## config.mk

```make
export PLATFORM = sky130hd
export DESIGN_NAME = iou_greedy_detection_matcher_unit
export DESIGN_NICKNAME = d
export VERILOG_FILES = /design/src/hw/rtl/igdm_pkg.sv /design/src/hw/rtl/igdm_cell.sv /design/src/hw/rtl/igdm_scorer.sv /design/src/hw/rtl/iou_greedy_detection_matcher_unit.sv
export SDC_FILE = /design/constraint.sdc
export NUM_CORES = 2
export LEC_CHECK = 0
export ABC_AREA = 1
export BUFFER_PORTS_ARGS = -buffer_cell sky130_fd_sc_hd__buf_2
export CORE_ASPECT_RATIO = 1.2
export CORE_MARGIN = 4
export CORE_UTILIZATION = 60
export CTS_BUF_LIST = sky130_fd_sc_hd__clkbuf_8
export DETAILED_ROUTE_END_ITERATION = 10
export PLACE_DENSITY = 0.86
export SLEW_MARGIN = 10
export SYNTH_ARGS = -nofsm -noshare
export SYNTH_HDL_FRONTEND = slang
export SYNTH_HIERARCHICAL = 1
export SYNTH_SLANG_ARGS = --single-unit
```

## constraint.sdc

```tcl
create_clock -name clk -period 5.4 [get_ports clk]
set_input_delay 1.08 -clock clk [delete_from_list [all_inputs] [get_ports clk]]
set_output_delay 1.08 -clock clk [all_outputs]
set_load 0.02 [all_outputs]
```

## src/hw/rtl/igdm_pkg.sv

```systemverilog
// ----------------------------------------------------------------------------
// igdm_pkg
// Shared types, widths and codes for the greedy IoU detection matcher.
// ----------------------------------------------------------------------------
package igdm_pkg;

  // Table size and coordinate width
  localparam int MAX_TRUTHS  = 16;
  localparam int COORD_BITS  = 12;

  // Derived widths
  localparam int SLOT_W  = (MAX_TRUTHS > 1) ? $clog2(MAX_TRUTHS) : 1;
  localparam int CNT_W   = $clog2(MAX_TRUTHS + 1);
  localparam int GATE_W  = COORD_BITS + 3;
  localparam int SPAN_W  = COORD_BITS + 3;
  localparam int AREA_W  = 2 * COORD_BITS;
  localparam int SUM_W   = 2 * COORD_BITS + 1;
  localparam int IA_W    = 2 * COORD_BITS + 2;
  localparam int UA_W    = 2 * COORD_BITS + 3;
  localparam int THR_W   = 9;
  localparam int PROD_W  = IA_W + THR_W;

  // Fixed result field widths
  localparam int IDX_W   = 4;
  localparam int FN_W    = 5;
  localparam int TALLY_W = 16;

  localparam logic [THR_W-1:0] THR_RESET = THR_W'(205);

  // Item operation codes
  typedef enum logic [1:0] {
    OP_LOAD  = 2'd0,
    OP_SCORE = 2'd1,
    OP_END   = 2'd2,
    OP_NONE  = 2'd3
  } op_t;

  // One rectangle
  typedef struct packed {
    logic [COORD_BITS-1:0] x;
    logic [COORD_BITS-1:0] y;
    logic [COORD_BITS-1:0] w;
    logic [COORD_BITS-1:0] h;
  } rect_t;

  // One table entry as it travels around the ring
  typedef struct packed {
    logic  valid;
    rect_t rect;
  } entry_t;

  // Scorer verdict for one slot
  typedef struct packed {
    logic              vld;
    logic              hit;
    logic [SLOT_W-1:0] slot;
  } score_t;

endpackage

```

## src/hw/rtl/igdm_cell.sv

```systemverilog
// ----------------------------------------------------------------------------
// igdm_cell
// One truth table slot. Holds a rectangle and its valid bit and passes them
// to the next cell of the ring while a scan rotates the table.
// ----------------------------------------------------------------------------
module igdm_cell
  import igdm_pkg::*;
(
  input  logic   clk,
  input  logic   rst,
  input  logic   shift,
  input  logic   load,
  input  logic   clear,
  input  logic   flush,
  input  rect_t  load_rect,
  input  entry_t nbr,
  output entry_t ent
);

  logic  ent_valid;
  rect_t ent_rect;

  // Valid bit: flush at end of frame, set on load, drop on match, advance on shift
  always_ff @(posedge clk) begin
    if (rst) begin
      ent_valid <= 1'b0;
    end else if (flush) begin
      ent_valid <= 1'b0;
    end else if (load) begin
      ent_valid <= 1'b1;
    end else if (clear) begin
      ent_valid <= 1'b0;
    end else if (shift) begin
      ent_valid <= nbr.valid;
    end
  end

  // Rectangle payload: write on load, advance on shift
  always_ff @(posedge clk) begin
    if (load) begin
      ent_rect <= load_rect;
    end else if (shift) begin
      ent_rect <= nbr.rect;
    end
  end

  assign ent = '{valid: ent_valid, rect: ent_rect};

endmodule

```

## src/hw/rtl/igdm_scorer.sv

```systemverilog
// ----------------------------------------------------------------------------
// igdm_scorer
// Four-stage pipeline that scores the head entry of the ring against the
// held prediction: size gate and intersection sides, areas, union, and the
// thresholded overlap compare. One slot enters per cycle.
// ----------------------------------------------------------------------------
module igdm_scorer
  import igdm_pkg::*;
(
  input  logic              clk,
  input  logic              rst,
  input  logic              pred_load,
  input  rect_t             pred_in,
  input  logic              issue,
  input  logic [SLOT_W-1:0] issue_slot,
  input  entry_t            head,
  input  logic [THR_W-1:0]  thr,
  output score_t            verdict
);

  rect_t                  pred;
  logic [AREA_W-1:0]      pred_area;

  // Stage 1 combinational
  logic [GATE_W-1:0]      p5w, p5h, t6w, t6h;
  logic [COORD_BITS:0]    t_r, t_b, p_r, p_b, r_min, b_min;
  logic [COORD_BITS-1:0]  l_max, u_max;
  logic signed [SPAN_W-1:0] iw, ih;
  logic                   gate_ok, span_ok;
  logic [AREA_W-1:0]      t_area;

  // Stage registers
  logic                   s1_vld, s1_ok;
  logic [SLOT_W-1:0]      s1_slot;
  logic [COORD_BITS:0]    s1_iw, s1_ih;
  logic [AREA_W-1:0]      s1_ta;

  logic                   s2_vld, s2_ok;
  logic [SLOT_W-1:0]      s2_slot;
  logic [IA_W-1:0]        s2_ia;
  logic [SUM_W-1:0]       s2_sum;

  logic                   s3_vld, s3_ok;
  logic [SLOT_W-1:0]      s3_slot;
  logic [IA_W-1:0]        s3_ia;
  logic signed [UA_W-1:0] s3_ua;

  logic                   v_vld, v_hit;
  logic [SLOT_W-1:0]      v_slot;

  logic [IA_W-1:0]        ia_mul;
  logic [PROD_W-1:0]      lhs, rhs;
  logic                   ua_zero, ua_neg, hit;

  // Hold the prediction and its area for the whole scan
  always_ff @(posedge clk) begin
    if (pred_load) begin
      pred      <= pred_in;
      pred_area <= pred_in.w * pred_in.h;
    end
  end

  // Stage 1: size gate, intersection sides, truth area
  always_comb begin
    p5w    = GATE_W'({pred.w, 2'b00}) + GATE_W'(pred.w);
    p5h    = GATE_W'({pred.h, 2'b00}) + GATE_W'(pred.h);
    t6w    = GATE_W'({head.rect.w, 2'b00}) + GATE_W'({head.rect.w, 1'b0});
    t6h    = GATE_W'({head.rect.h, 2'b00}) + GATE_W'({head.rect.h, 1'b0});
    gate_ok = !(p5h > t6h) && !(p5w > t6w);

    t_r   = {1'b0, head.rect.x} + {1'b0, head.rect.w};
    t_b   = {1'b0, head.rect.y} + {1'b0, head.rect.h};
    p_r   = {1'b0, pred.x} + {1'b0, pred.w};
    p_b   = {1'b0, pred.y} + {1'b0, pred.h};
    r_min = (t_r < p_r) ? t_r : p_r;
    b_min = (t_b < p_b) ? t_b : p_b;
    l_max = (head.rect.x > pred.x) ? head.rect.x : pred.x;
    u_max = (head.rect.y > pred.y) ? head.rect.y : pred.y;

    iw = $signed({2'b00, r_min}) - $signed({3'b000, l_max}) + $signed(SPAN_W'(1));
    ih = $signed({2'b00, b_min}) - $signed({3'b000, u_max}) + $signed(SPAN_W'(1));
    span_ok = !iw[SPAN_W-1] && (iw != '0) && !ih[SPAN_W-1] && (ih != '0);

    t_area = head.rect.w * head.rect.h;
  end

  // Stage 2 intersection area and stage 4 overlap compare, combinational
  always_comb begin
    ia_mul  = s1_iw * s1_ih;
    ua_zero = (s3_ua == '0);
    ua_neg  = s3_ua[UA_W-1];
    lhs     = PROD_W'({s3_ia, 8'b0000_0000});
    rhs     = thr * s3_ua[UA_W-2:0];
    hit     = s3_ok && (ua_zero || (!ua_neg && (lhs > rhs)));
  end

  // Advance the pipeline valid flags
  always_ff @(posedge clk) begin
    if (rst) begin
      s1_vld <= 1'b0;
      s2_vld <= 1'b0;
      s3_vld <= 1'b0;
      v_vld  <= 1'b0;
    end else begin
      s1_vld <= issue;
      s2_vld <= s1_vld;
      s3_vld <= s2_vld;
      v_vld  <= s3_vld;
    end
  end

  // Advance the pipeline payload
  always_ff @(posedge clk) begin
    s1_ok   <= head.valid && gate_ok && span_ok;
    s1_slot <= issue_slot;
    s1_iw   <= iw[COORD_BITS:0];
    s1_ih   <= ih[COORD_BITS:0];
    s1_ta   <= t_area;

    s2_ok   <= s1_ok;
    s2_slot <= s1_slot;
    s2_ia   <= ia_mul;
    s2_sum  <= SUM_W'(s1_ta) + SUM_W'(pred_area);

    s3_ok   <= s2_ok;
    s3_slot <= s2_slot;
    s3_ia   <= s2_ia;
    s3_ua   <= $signed({2'b00, s2_sum}) - $signed({1'b0, s2_ia});

    v_hit   <= hit;
    v_slot  <= s3_slot;
  end

  assign verdict = '{vld: v_vld, hit: v_hit, slot: v_slot};

endmodule

```

## src/hw/rtl/iou_greedy_detection_matcher_unit.sv

```systemverilog
// ----------------------------------------------------------------------------
// iou_greedy_detection_matcher_unit
// Greedy IoU matcher of predicted rectangles against a frame's truth table.
//
// Usage: an item is taken when start is high and busy is low. operation
// selects load truth, score prediction or end frame. Every item gives one
// result on the result ports, marked by result_valid for one cycle.
// Loads, end-frame and unused codes are reported the cycle after acceptance
// and busy stays low, so one of them can be taken every cycle.
// A prediction rotates the ring of table cells once past a four-stage
// scoring pipeline: busy is high for the whole scan and result_valid is
// high in the cycle busy falls. The ring rotation and the scorer pipeline
// depth set how long one prediction takes; no new item is taken while busy.
// The overlap threshold is written through cfg_write / cfg_data while the
// block is idle. Reset clears the table valid bits, all counts and the
// threshold (back to 205/256); it needs no clearing pass. Results cannot
// be held off by the receiver: each is shown for exactly one cycle.
// ----------------------------------------------------------------------------
module iou_greedy_detection_matcher_unit
  import igdm_pkg::*;
(
  input  logic                  clk,
  input  logic                  rst,
  input  logic                  start,
  output logic                  busy,
  input  logic [1:0]            operation,
  input  logic [COORD_BITS-1:0] rect_x,
  input  logic [COORD_BITS-1:0] rect_y,
  input  logic [COORD_BITS-1:0] rect_width,
  input  logic [COORD_BITS-1:0] rect_height,
  input  logic                  cfg_write,
  input  logic [THR_W-1:0]      cfg_data,
  output logic                  result_valid,
  output logic                  matched,
  output logic [IDX_W-1:0]      match_index,
  output logic [TALLY_W-1:0]    true_positives,
  output logic [TALLY_W-1:0]    false_positives,
  output logic [FN_W-1:0]       false_negatives,
  output logic                  table_overflow,
  output logic                  frame_done
);

  typedef enum logic {
    ST_IDLE,
    ST_SCAN
  } state_t;

  state_t              state;
  logic [CNT_W-1:0]    step;
  logic                found;
  logic [SLOT_W-1:0]   found_idx;

  logic [THR_W-1:0]    thr;
  logic [CNT_W-1:0]    load_count;
  logic [CNT_W-1:0]    live_count;
  logic [TALLY_W-1:0]  hit_count;
  logic [TALLY_W-1:0]  miss_count;
  logic                overflow_seen;

  op_t                 op_in;
  rect_t               rect_in;
  logic                accept, full, shift, fin, fin_found, do_load, do_flush;
  logic [SLOT_W-1:0]   fin_idx;
  logic [TALLY_W-1:0]  hit_inc, miss_inc;

  entry_t              ent   [MAX_TRUTHS];
  logic                load_en [MAX_TRUTHS];
  logic                clr_en  [MAX_TRUTHS];
  score_t              verdict;

  // Decode the incoming item and the scan progress
  always_comb begin
    op_in     = op_t'(operation);
    rect_in   = '{x: rect_x, y: rect_y, w: rect_width, h: rect_height};
    busy      = (state != ST_IDLE);
    accept    = start && !busy;
    full      = (load_count >= CNT_W'(MAX_TRUTHS));
    do_load   = accept && (op_in == OP_LOAD) && !full;
    do_flush  = accept && (op_in == OP_END);
    shift     = (state == ST_SCAN) && (step < CNT_W'(MAX_TRUTHS));
    fin       = (state == ST_SCAN) && verdict.vld &&
                (verdict.slot == SLOT_W'(MAX_TRUTHS - 1));
    fin_found = found || (verdict.vld && verdict.hit);
    fin_idx   = found ? found_idx : verdict.slot;
    hit_inc   = (hit_count != '1) ? hit_count + 1'b1 : hit_count;
    miss_inc  = (miss_count != '1) ? miss_count + 1'b1 : miss_count;
  end

  // Ring of table cells; cell 0 is the head seen by the scorer
  for (genvar i = 0; i < MAX_TRUTHS; i++) begin : g_cell
    assign load_en[i] = do_load && (load_count == CNT_W'(i));
    assign clr_en[i]  = fin && fin_found && (fin_idx == SLOT_W'(i));

    igdm_cell u_cell (
      .clk       (clk),
      .rst       (rst),
      .shift     (shift),
      .load      (load_en[i]),
      .clear     (clr_en[i]),
      .flush     (do_flush),
      .load_rect (rect_in),
      .nbr       (ent[(i + 1) % MAX_TRUTHS]),
      .ent       (ent[i])
    );
  end

  igdm_scorer u_scorer (
    .clk        (clk),
    .rst        (rst),
    .pred_load  (accept && (op_in == OP_SCORE)),
    .pred_in    (rect_in),
    .issue      (shift),
    .issue_slot (step[SLOT_W-1:0]),
    .head       (ent[0]),
    .thr        (thr),
    .verdict    (verdict)
  );

  // Threshold register
  always_ff @(posedge clk) begin
    if (rst) begin
      thr <= THR_RESET;
    end else if (cfg_write) begin
      thr <= cfg_data;
    end
  end

  // Sequencer, frame counts and result registers
  always_ff @(posedge clk) begin
    if (rst) begin
      state         <= ST_IDLE;
      step          <= '0;
      found         <= 1'b0;
      found_idx     <= '0;
      load_count    <= '0;
      live_count    <= '0;
      hit_count     <= '0;
      miss_count    <= '0;
      overflow_seen <= 1'b0;
      result_valid  <= 1'b0;
      matched       <= 1'b0;
      match_index   <= '0;
      true_positives  <= '0;
      false_positives <= '0;
      false_negatives <= '0;
      table_overflow  <= 1'b0;
      frame_done      <= 1'b0;
    end else begin
      result_valid <= 1'b0;
      unique case (state)
        ST_IDLE: begin
          if (accept) begin
            matched         <= 1'b0;
            match_index     <= '0;
            frame_done      <= 1'b0;
            true_positives  <= hit_count;
            false_positives <= miss_count;
            false_negatives <= FN_W'(live_count);
            table_overflow  <= overflow_seen;
            unique case (op_in)
              OP_LOAD: begin
                result_valid <= 1'b1;
                if (!full) begin
                  load_count      <= load_count + 1'b1;
                  live_count      <= live_count + 1'b1;
                  false_negatives <= FN_W'(live_count + 1'b1);
                end else begin
                  overflow_seen  <= 1'b1;
                  table_overflow <= 1'b1;
                end
              end
              OP_SCORE: begin
                state     <= ST_SCAN;
                step      <= '0;
                found     <= 1'b0;
                found_idx <= '0;
              end
              OP_END: begin
                result_valid  <= 1'b1;
                frame_done    <= 1'b1;
                load_count    <= '0;
                live_count    <= '0;
                hit_count     <= '0;
                miss_count    <= '0;
                overflow_seen <= 1'b0;
              end
              OP_NONE: begin
                result_valid <= 1'b1;
              end
              default: begin
                result_valid <= 1'b1;
              end
            endcase
          end
        end
        ST_SCAN: begin
          if (shift) begin
            step <= step + 1'b1;
          end
          // Keep the first hit in slot order
          if (verdict.vld && verdict.hit && !found) begin
            found     <= 1'b1;
            found_idx <= verdict.slot;
          end
          if (fin) begin
            state           <= ST_IDLE;
            result_valid    <= 1'b1;
            matched         <= fin_found;
            frame_done      <= 1'b0;
            table_overflow  <= overflow_seen;
            if (fin_found) begin
              match_index     <= IDX_W'(fin_idx);
              hit_count       <= hit_inc;
              live_count      <= live_count - 1'b1;
              true_positives  <= hit_inc;
              false_positives <= miss_count;
              false_negatives <= FN_W'(live_count - 1'b1);
            end else begin
              match_index     <= '0;
              miss_count      <= miss_inc;
              true_positives  <= hit_count;
              false_positives <= miss_inc;
              false_negatives <= FN_W'(live_count);
            end
          end
        end
        default: begin
          state <= ST_IDLE;
        end
      endcase
    end
  end

`ifndef SYNTH
  a_live_le_load: assert property (@(posedge clk) disable iff (rst)
    live_count <= load_count)
    else $error("live entry count exceeds loaded count");

  a_load_le_max: assert property (@(posedge clk) disable iff (rst)
    load_count <= CNT_W'(MAX_TRUTHS))
    else $error("load count beyond table size");

  a_scan_reports: assert property (@(posedge clk) disable iff (rst)
    $fell(busy) |-> result_valid)
    else $error("scan ended without a result");

  a_frame_clears: assert property (@(posedge clk) disable iff (rst)
    (result_valid && frame_done) |-> (load_count == '0 && live_count == '0 &&
                                      hit_count == '0 && miss_count == '0))
    else $error("frame end left counts behind");

  a_match_not_frame: assert property (@(posedge clk) disable iff (rst)
    (result_valid && matched) |-> ($past(busy) && !frame_done))
    else $error("match reported outside a scan");
`endif

endmodule
```

# ---- Word-level counts from Yosys, hierarchy flattened
# Cells that the tools add are included.
dict set report totals {
  reg_bits 1142
  out_inout_bits 46
}
dict set report op_classes {
  addsub 20
  magnitude_cmp 9
  multipliers 4
  n_eq_ne 44
  bitwise 1
  reduce_logical 109
  muxes 147
}
# operator count
set op_table {}
lappend op_table {{two-way mux 48 bit} 32}
lappend op_table {{two-way mux 16 bit} 10}
lappend op_table {{one-hot mux 16 bit (2 select lines)} 4}
lappend op_table {{two-way mux 1 bit} 66}
lappend op_table {{adder 12 x 12 -> 13 bit} 4}
lappend op_table {{logical AND 1 bit} 51}
lappend op_table {{two-way mux 5 bit} 10}
lappend op_table {{one-hot mux 5 bit (2 select lines)} 5}
lappend op_table {{multiplier 12 x 12 -> 24 bit} 2}
lappend op_table {{nonzero test 3 bit} 16}
lappend op_table {{== test 5 x 4 -> 1 bit (second input constant)} 8}
lappend op_table {{== test 4 bit (second input constant)} 9}
lappend op_table {{greater-than comparator 34 x 35 -> 1 bit} 1}
lappend op_table {{multiplier 9 x 26 -> 35 bit} 1}
lappend op_table {{nonzero test 2 bit} 17}
lappend op_table {{adder 16 x 1 -> 16 bit (second input constant)} 2}
lappend op_table {{!= test 16 bit (second input constant)} 2}
lappend op_table {{adder 14 x 12 -> 15 bit} 2}
lappend op_table {{adder 14 x 13 -> 15 bit} 2}
lappend op_table {{adder 15 x 2 -> 15 bit (second input constant)} 2}
lappend op_table {{greater-than comparator 15 bit} 2}
lappend op_table {{nonzero test 15 bit} 2}
lappend op_table {{two-way mux 4 bit} 7}
lappend op_table {{subtractor 13 x 12 -> 14 bit} 2}
lappend op_table {{36 further kinds} 75}

# ---- Depth between registers and ports, before layout
dict set report depth {
  word_depth 10
  depth_mapped 40
}

# ---- Hierarchy
# Netlist, hierarchy kept.
# mod seq_area_each_um2 cells_each n_inst area_per_inst_um2
set modules_own_cells {}
lappend modules_own_cells {igdm_scorer 5725.5 5117 1 39283.9}
lappend modules_own_cells {igdm_cell 1461.4 215 16 2113.3}
lappend modules_own_cells {iou_greedy_detection_matcher_unit 2162.1 869 1 6040.8}

# ---- Worst setup path before layout
# OpenSTA, ideal clock, no wires.
dict set report synth_path {
  path_kind {reg-to-reg}
  startpoint {register thr[2]}
  endpoint {register u_scorer.v_hit}
  setup_ns 0.122
  arrival_ns 5.642
  setup_slack_ns -0.364
  n_path_buf 2
  required_ns 5.278
  stages_incl_launch_ff 31
  period_less_slack_ns 5.764
  path_cell_list {dfxtp_1 clkbuf_1 clkbuf_1 nand2_1 fa_1 inv_1 fa_1 inv_1 fa_1 fa_1 inv_1 ha_1 a21oi_1 nand2_1 a21oi_1 o21bai_1 a21boi_1 o21bai_1 nand2_1 nand2_1 nand2_1 nand3_1 xnor2_1 ha_1 nand2_1 nor3_1 nand4_1 o31ai_1 inv_1 nand3_1 a21boi_0}
}
dict set report synth_via {
  elab_chain_len 5
}
# item line_no
set synth_lines {}
lappend synth_lines {{start: declaration} iou_greedy_detection_matcher_unit.sv:53} ;# logic [THR_W-1:0] thr;
lappend synth_lines {{start signal: assignment} iou_greedy_detection_matcher_unit.sv:124} ;# thr <= cfg_data;
lappend synth_lines {{multiplier 9 x 26 -> 35 bit} igdm_scorer.sv:93} ;# rhs = thr * s3_ua[UA_W-2:0];
lappend synth_lines {{greater-than comparator 34 x 35 -> 1 bit} igdm_scorer.sv:94} ;# hit = s3_ok && (ua_zero || (!ua_neg && (lhs > rhs)));
lappend synth_lines {{logical AND 1 bit} igdm_scorer.sv:94}
lappend synth_lines {{logical OR 1 bit} igdm_scorer.sv:94}
lappend synth_lines {{logical AND 1 bit} igdm_scorer.sv:94}
lappend synth_lines {{via u_scorer.hit} igdm_scorer.sv:53} ;# logic ua_zero, ua_neg, hit;
lappend synth_lines {{end signal: assignment} igdm_scorer.sv:130} ;# v_hit <= hit;
lappend synth_lines {{end: declaration} igdm_scorer.sv:48} ;# logic v_vld, v_hit;
# The timed path passes the listed nets, and every way through them passes these cells.
# A chain may end at the register's enable or synchronous reset.

# ---- Worst setup path in the final report
dict set report layout_path {
  startpoint {register thr[0]}
  endpoint {register u_scorer.v_hit}
}
# Same word-level chain as after synthesis.

==> results by stage <==
Floorplanning:
- After floorplanning, the core was sized to cover 130,600 µm².
- For this configuration, the core starts out at a cell density of 0.6058.
- 109 I/O pins were placed.
- In this run the core area contains 145 standard-cell rows.
- The chip width is 339.5 µm.
- The area of the die is 137,800 µm².
- Measured along the y axis, the die boundary spans 405.8 µm.

Yosys:
- The post-synth net total is 10,520.
- For this run, the register share of the synthesized area comes to 0.3951.
- The proportion of register bits with asynchronous set or reset after synthesis is 0.
- Among all flip-flop cells after synthesis, the most frequent one is edfxtp_1.
- The number of distinct library cells after synthesis is 59.
- The number of flip-flops and latches in the synthesized netlist is 1,142.
- The synthesized netlist cell count is 9,426.
- The mean post-synth cell area is 8.396 µm².
- The count of flip-flops with a built-in enable after synthesis is 840.
- The post-synthesis cell area is 79,140 µm².
- The number of warnings printed during yosys synthesis is 6.

GRT:
- Entering global routing, the biggest net connects 86 pins.
- For this run, the total global-route usage over all layers was measured as 0.3079.
- The first global-routing pass estimated 339,600 µm of wire.
- The number of global-route vias before repair came to about 66,000.
- The global route total overflow is 0.
- The number of antenna violations at the first check in global routing was 5.

Cells and area:
- The commonest non-fill, non-tap cell in the layout is nand2_1.
- The share of final-layout standard cells stronger than drive strength 1 is 0.1234.
- Summing all multi-input logic gate instances after layout gives 41,880 µm².
- The filler cells instantiated in the layout total 9,572.
- Compared with the post-synthesis result, the final layout area differs by 12.28%.
- In the final layout, flip-flops and latches occupy 31,330 µm².
- The final layout contains between 10,000 and 15,000 nets.
- At the end of the flow the core is filled with cells to 0.6802.
- In the layout the commonest cells are 3,759 x nand2_1, 1,366 x inv_1, 840 x edfxtp_1, 497 x fa_1, 493 x ha_1.
- The number of non-filler instances in the completed layout is 11,710.
- The final cell area excluding filler cells is 88,850 µm².

Status:
- The flow ran to the end, but the final reports show violations.
- The checks that failed: negative setup slack.

CTS:
- The number of H-tree levels is 4.
- The TritonCTS clock tree is done.
- Counting the buffers created by CTS gives between 150 and 200.
- The later pin in the worst-skew pair is clocked with a latency of approximately 940 ps.
- For this design, the sink count on the clock tree is 1,142.
- Counting along the longest clock path gives a buffer depth of 3.
- The clock transition at the registers of the reported paths is about 60 ps.
- The buffer type at the clock tree root is clkbuf_8.

STA:
- Based on the critical path, the design can be clocked at up to 176.6 MHz.
- Subtracting the final worst setup slack from the clock period gives between 5000 and 6000 ps.
- The worst slew margin relative to its limit is 0.2544.
- The final setup violation count is 1.
- Dividing the final minimum period by the clock period gives 1.048.
- The final clock skew is 67.44 ps.
- At the pin with the least slew margin, the transition time is 1114 ps.
- The final number of max-transition violations is 0.
- Setup repair after global routing could not meet its margin everywhere.
- Once routing completed, OpenROAD measured the worst setup slack at -261.2 ps.
- The number of hold violations in the final report was 0.

Routing:
- The post-detailed-route count of antenna-violating nets is 0.
- For this block, the initial DRC count from the detailed router was 6,860.
- The via density per instance is roughly 5.6.
- Summing over every cut layer, the via total after detailed routing is approximately 65,000.
- After detailed routing, the total wire length is roughly 210,000 µm.
- In the routed design, unresolved DRC markers number 0.
- The first detailed-routing pass ran for 7 iterations.
- The mean routed wirelength per cell is 18.30 µm.

Worst setup path:
- At the worst endpoint, the arrival time is ~6400 ps.
- Of all nets on the critical path, the largest fanout is 5.
- The most frequent cell on the critical path is nand2_1.
- The worst stage delay on the critical path is 610 ps.
- The required time at the endpoint of the critical path is 6170 ps.
- The cell with the largest stage delay on the worst path is fa_1.
- The startpoint type of the worst setup path is a flip-flop.
- The worst setup path is of the flip-flop to flip-flop kind.
- The type of element capturing the critical path is a flip-flop.

Placement:
- The count of buffers inserted at the top-level ports is 108.
- The final weighted congestion in routability-driven placement is ~0.96.
- Once placement finished, the instance area stood at ~84,000 µm².
- The HPWL reported at the end of detailed placement is about 150,000 µm.
- Counting tap cells, the placed design contains a total of between 10,000 and 15,000 instances.
- The worst slack at placement is -582.7 ps.

Flow run:
- Across the run, the number of max-cap violations was 0.

Worst hold path:
- The worst min-delay path class is flip-flop to flip-flop.
[kinds of logic (layout without fill, tap and decap cells)]
group                      count (synthesis)  in the layout  synth area share
AOI/OAI and AO/OA                        777            777           0.05292
xor gates and xnor gates                 228            228           0.02523
adders and majority gates               1031           1031            0.2106
buffers and inverters                   1723           2313           0.08794
DFF                                     1142           1142            0.3951
other                                      0              4                 0
and+or+nand+nor                         4525           4525            0.2281
[cell type report]
type / count / area share
inverters: 1367 / 0.05778
flip-flops and latches: 1142 / 0.3526
clock buffers: 192 / 0.02974
multi-input cells: 6561 / 0.4713
clock inverters: 128 / 0.01193
well taps: 1690 / 0.02380
diodes: 4 / 0.0001127
repair buffers: 626 / 0.05269
[registers in the layout, summed over array words and instances (netlist names), 16 cells and up]
signal and count:
u_scorer/pred_area 24, u_scorer/s2_ia 26, g_cell.u_cell/ent_valid 16, hit_count 16, g_cell.u_cell/ent 768, u_scorer/s3_ia 26, u_scorer/s2_sum 25, u_scorer/s1_ta 24
true_positives 16, false_positives 16, u_scorer/s3_ua 27, u_scorer/pred 48, miss_count 16
[layer usage]
layer | vias up | routed length (µm) | track usage
met5 | - | 18 | 0
met4 | 4 | 11630 | 0.1547
met3 | 728 | 20470 | 0.05378
met2 | 3514 | 105300 | 0.5351
met1 | 30700 | 76840 | 0.3707
li1 | 30370 | - | -
[final timing paths]
path,start,to,slack [ps],depth (start not counted)
worst max-delay path,thr[0],u_scorer/v_hit,-260,35
worst min-delay path,u_scorer/s1_slot[2],u_scorer/s2_slot[2],280,0
worst max register to register,thr[0],u_scorer/v_hit,-260,35
worst min register to register,u_scorer/s1_slot[2],u_scorer/s2_slot[2],280,0
[critical path: cells and delay by family (launching register included)]
family                     cells  cell delay [ps]
DFF                            1              380
buffers and inverters          6              510
xor gates and xnor gates       1              120
adders and majority gates      6             2610
and+or+nand+nor               14              920
AOI/OAI and AO/OA              8              950
[cell usage after synthesis (all sizes together), types with 3 or more instances]
| master | n | area, µm² |
|---|---|---|
| a211oi | 6 | 45.04 |
| a21boi | 8 | 60.06 |
| a21o | 14 | 105.1 |
| a21oi | 394 | 1991 |
| a31oi | 26 | 162.7 |
| buf | 191 | 1206 |
| clkbuf | 165 | 619.3 |
| dfxtp | 302 | 6046 |
| edfxtp | 840 | 25220 |
| fa | 502 | 10050 |
| ha | 529 | 6619 |
| inv | 1365 | 5126 |
| nand2 | 3816 | 14400 |
| nand3 | 224 | 1271 |
| nand3b | 16 | 136.4 |
| nand4 | 61 | 417.9 |
| nor2 | 333 | 1388 |
| nor3 | 37 | 200.2 |
| nor4 | 10 | 62.56 |
| o2111ai | 3 | 26.28 |
| o211ai | 16 | 120.1 |
| o21a | 8 | 60.06 |
| o21ai | 266 | 1335 |
| o21bai | 22 | 165.2 |
| o31ai | 5 | 37.54 |
| or2 | 22 | 137.6 |
| xnor2 | 80 | 700.7 |
| xor2 | 148 | 1296 |
[timing repair]
item                       CTS  global route
hold buffers                 0             0
pin swaps                   69            58
gates cloned                 1             0
hold endpoints to repair     0             0
resized for setup          100           128
setup endpoints to repair    3            24
setup buffers               21            24
[stage by stage]
step                TNS (ps)  hold slack (ps)
floorplan             -73.34            309.6
finish                -261.2            283.3
CTS                   -230.4            297.7
global placement       -3238            309.9
global route          -809.4            299.6
detailed placement     -4409            313.2
Power is not shown: default switching activity piles up to over one toggle a cycle in this logic, so the estimate is an artifact.
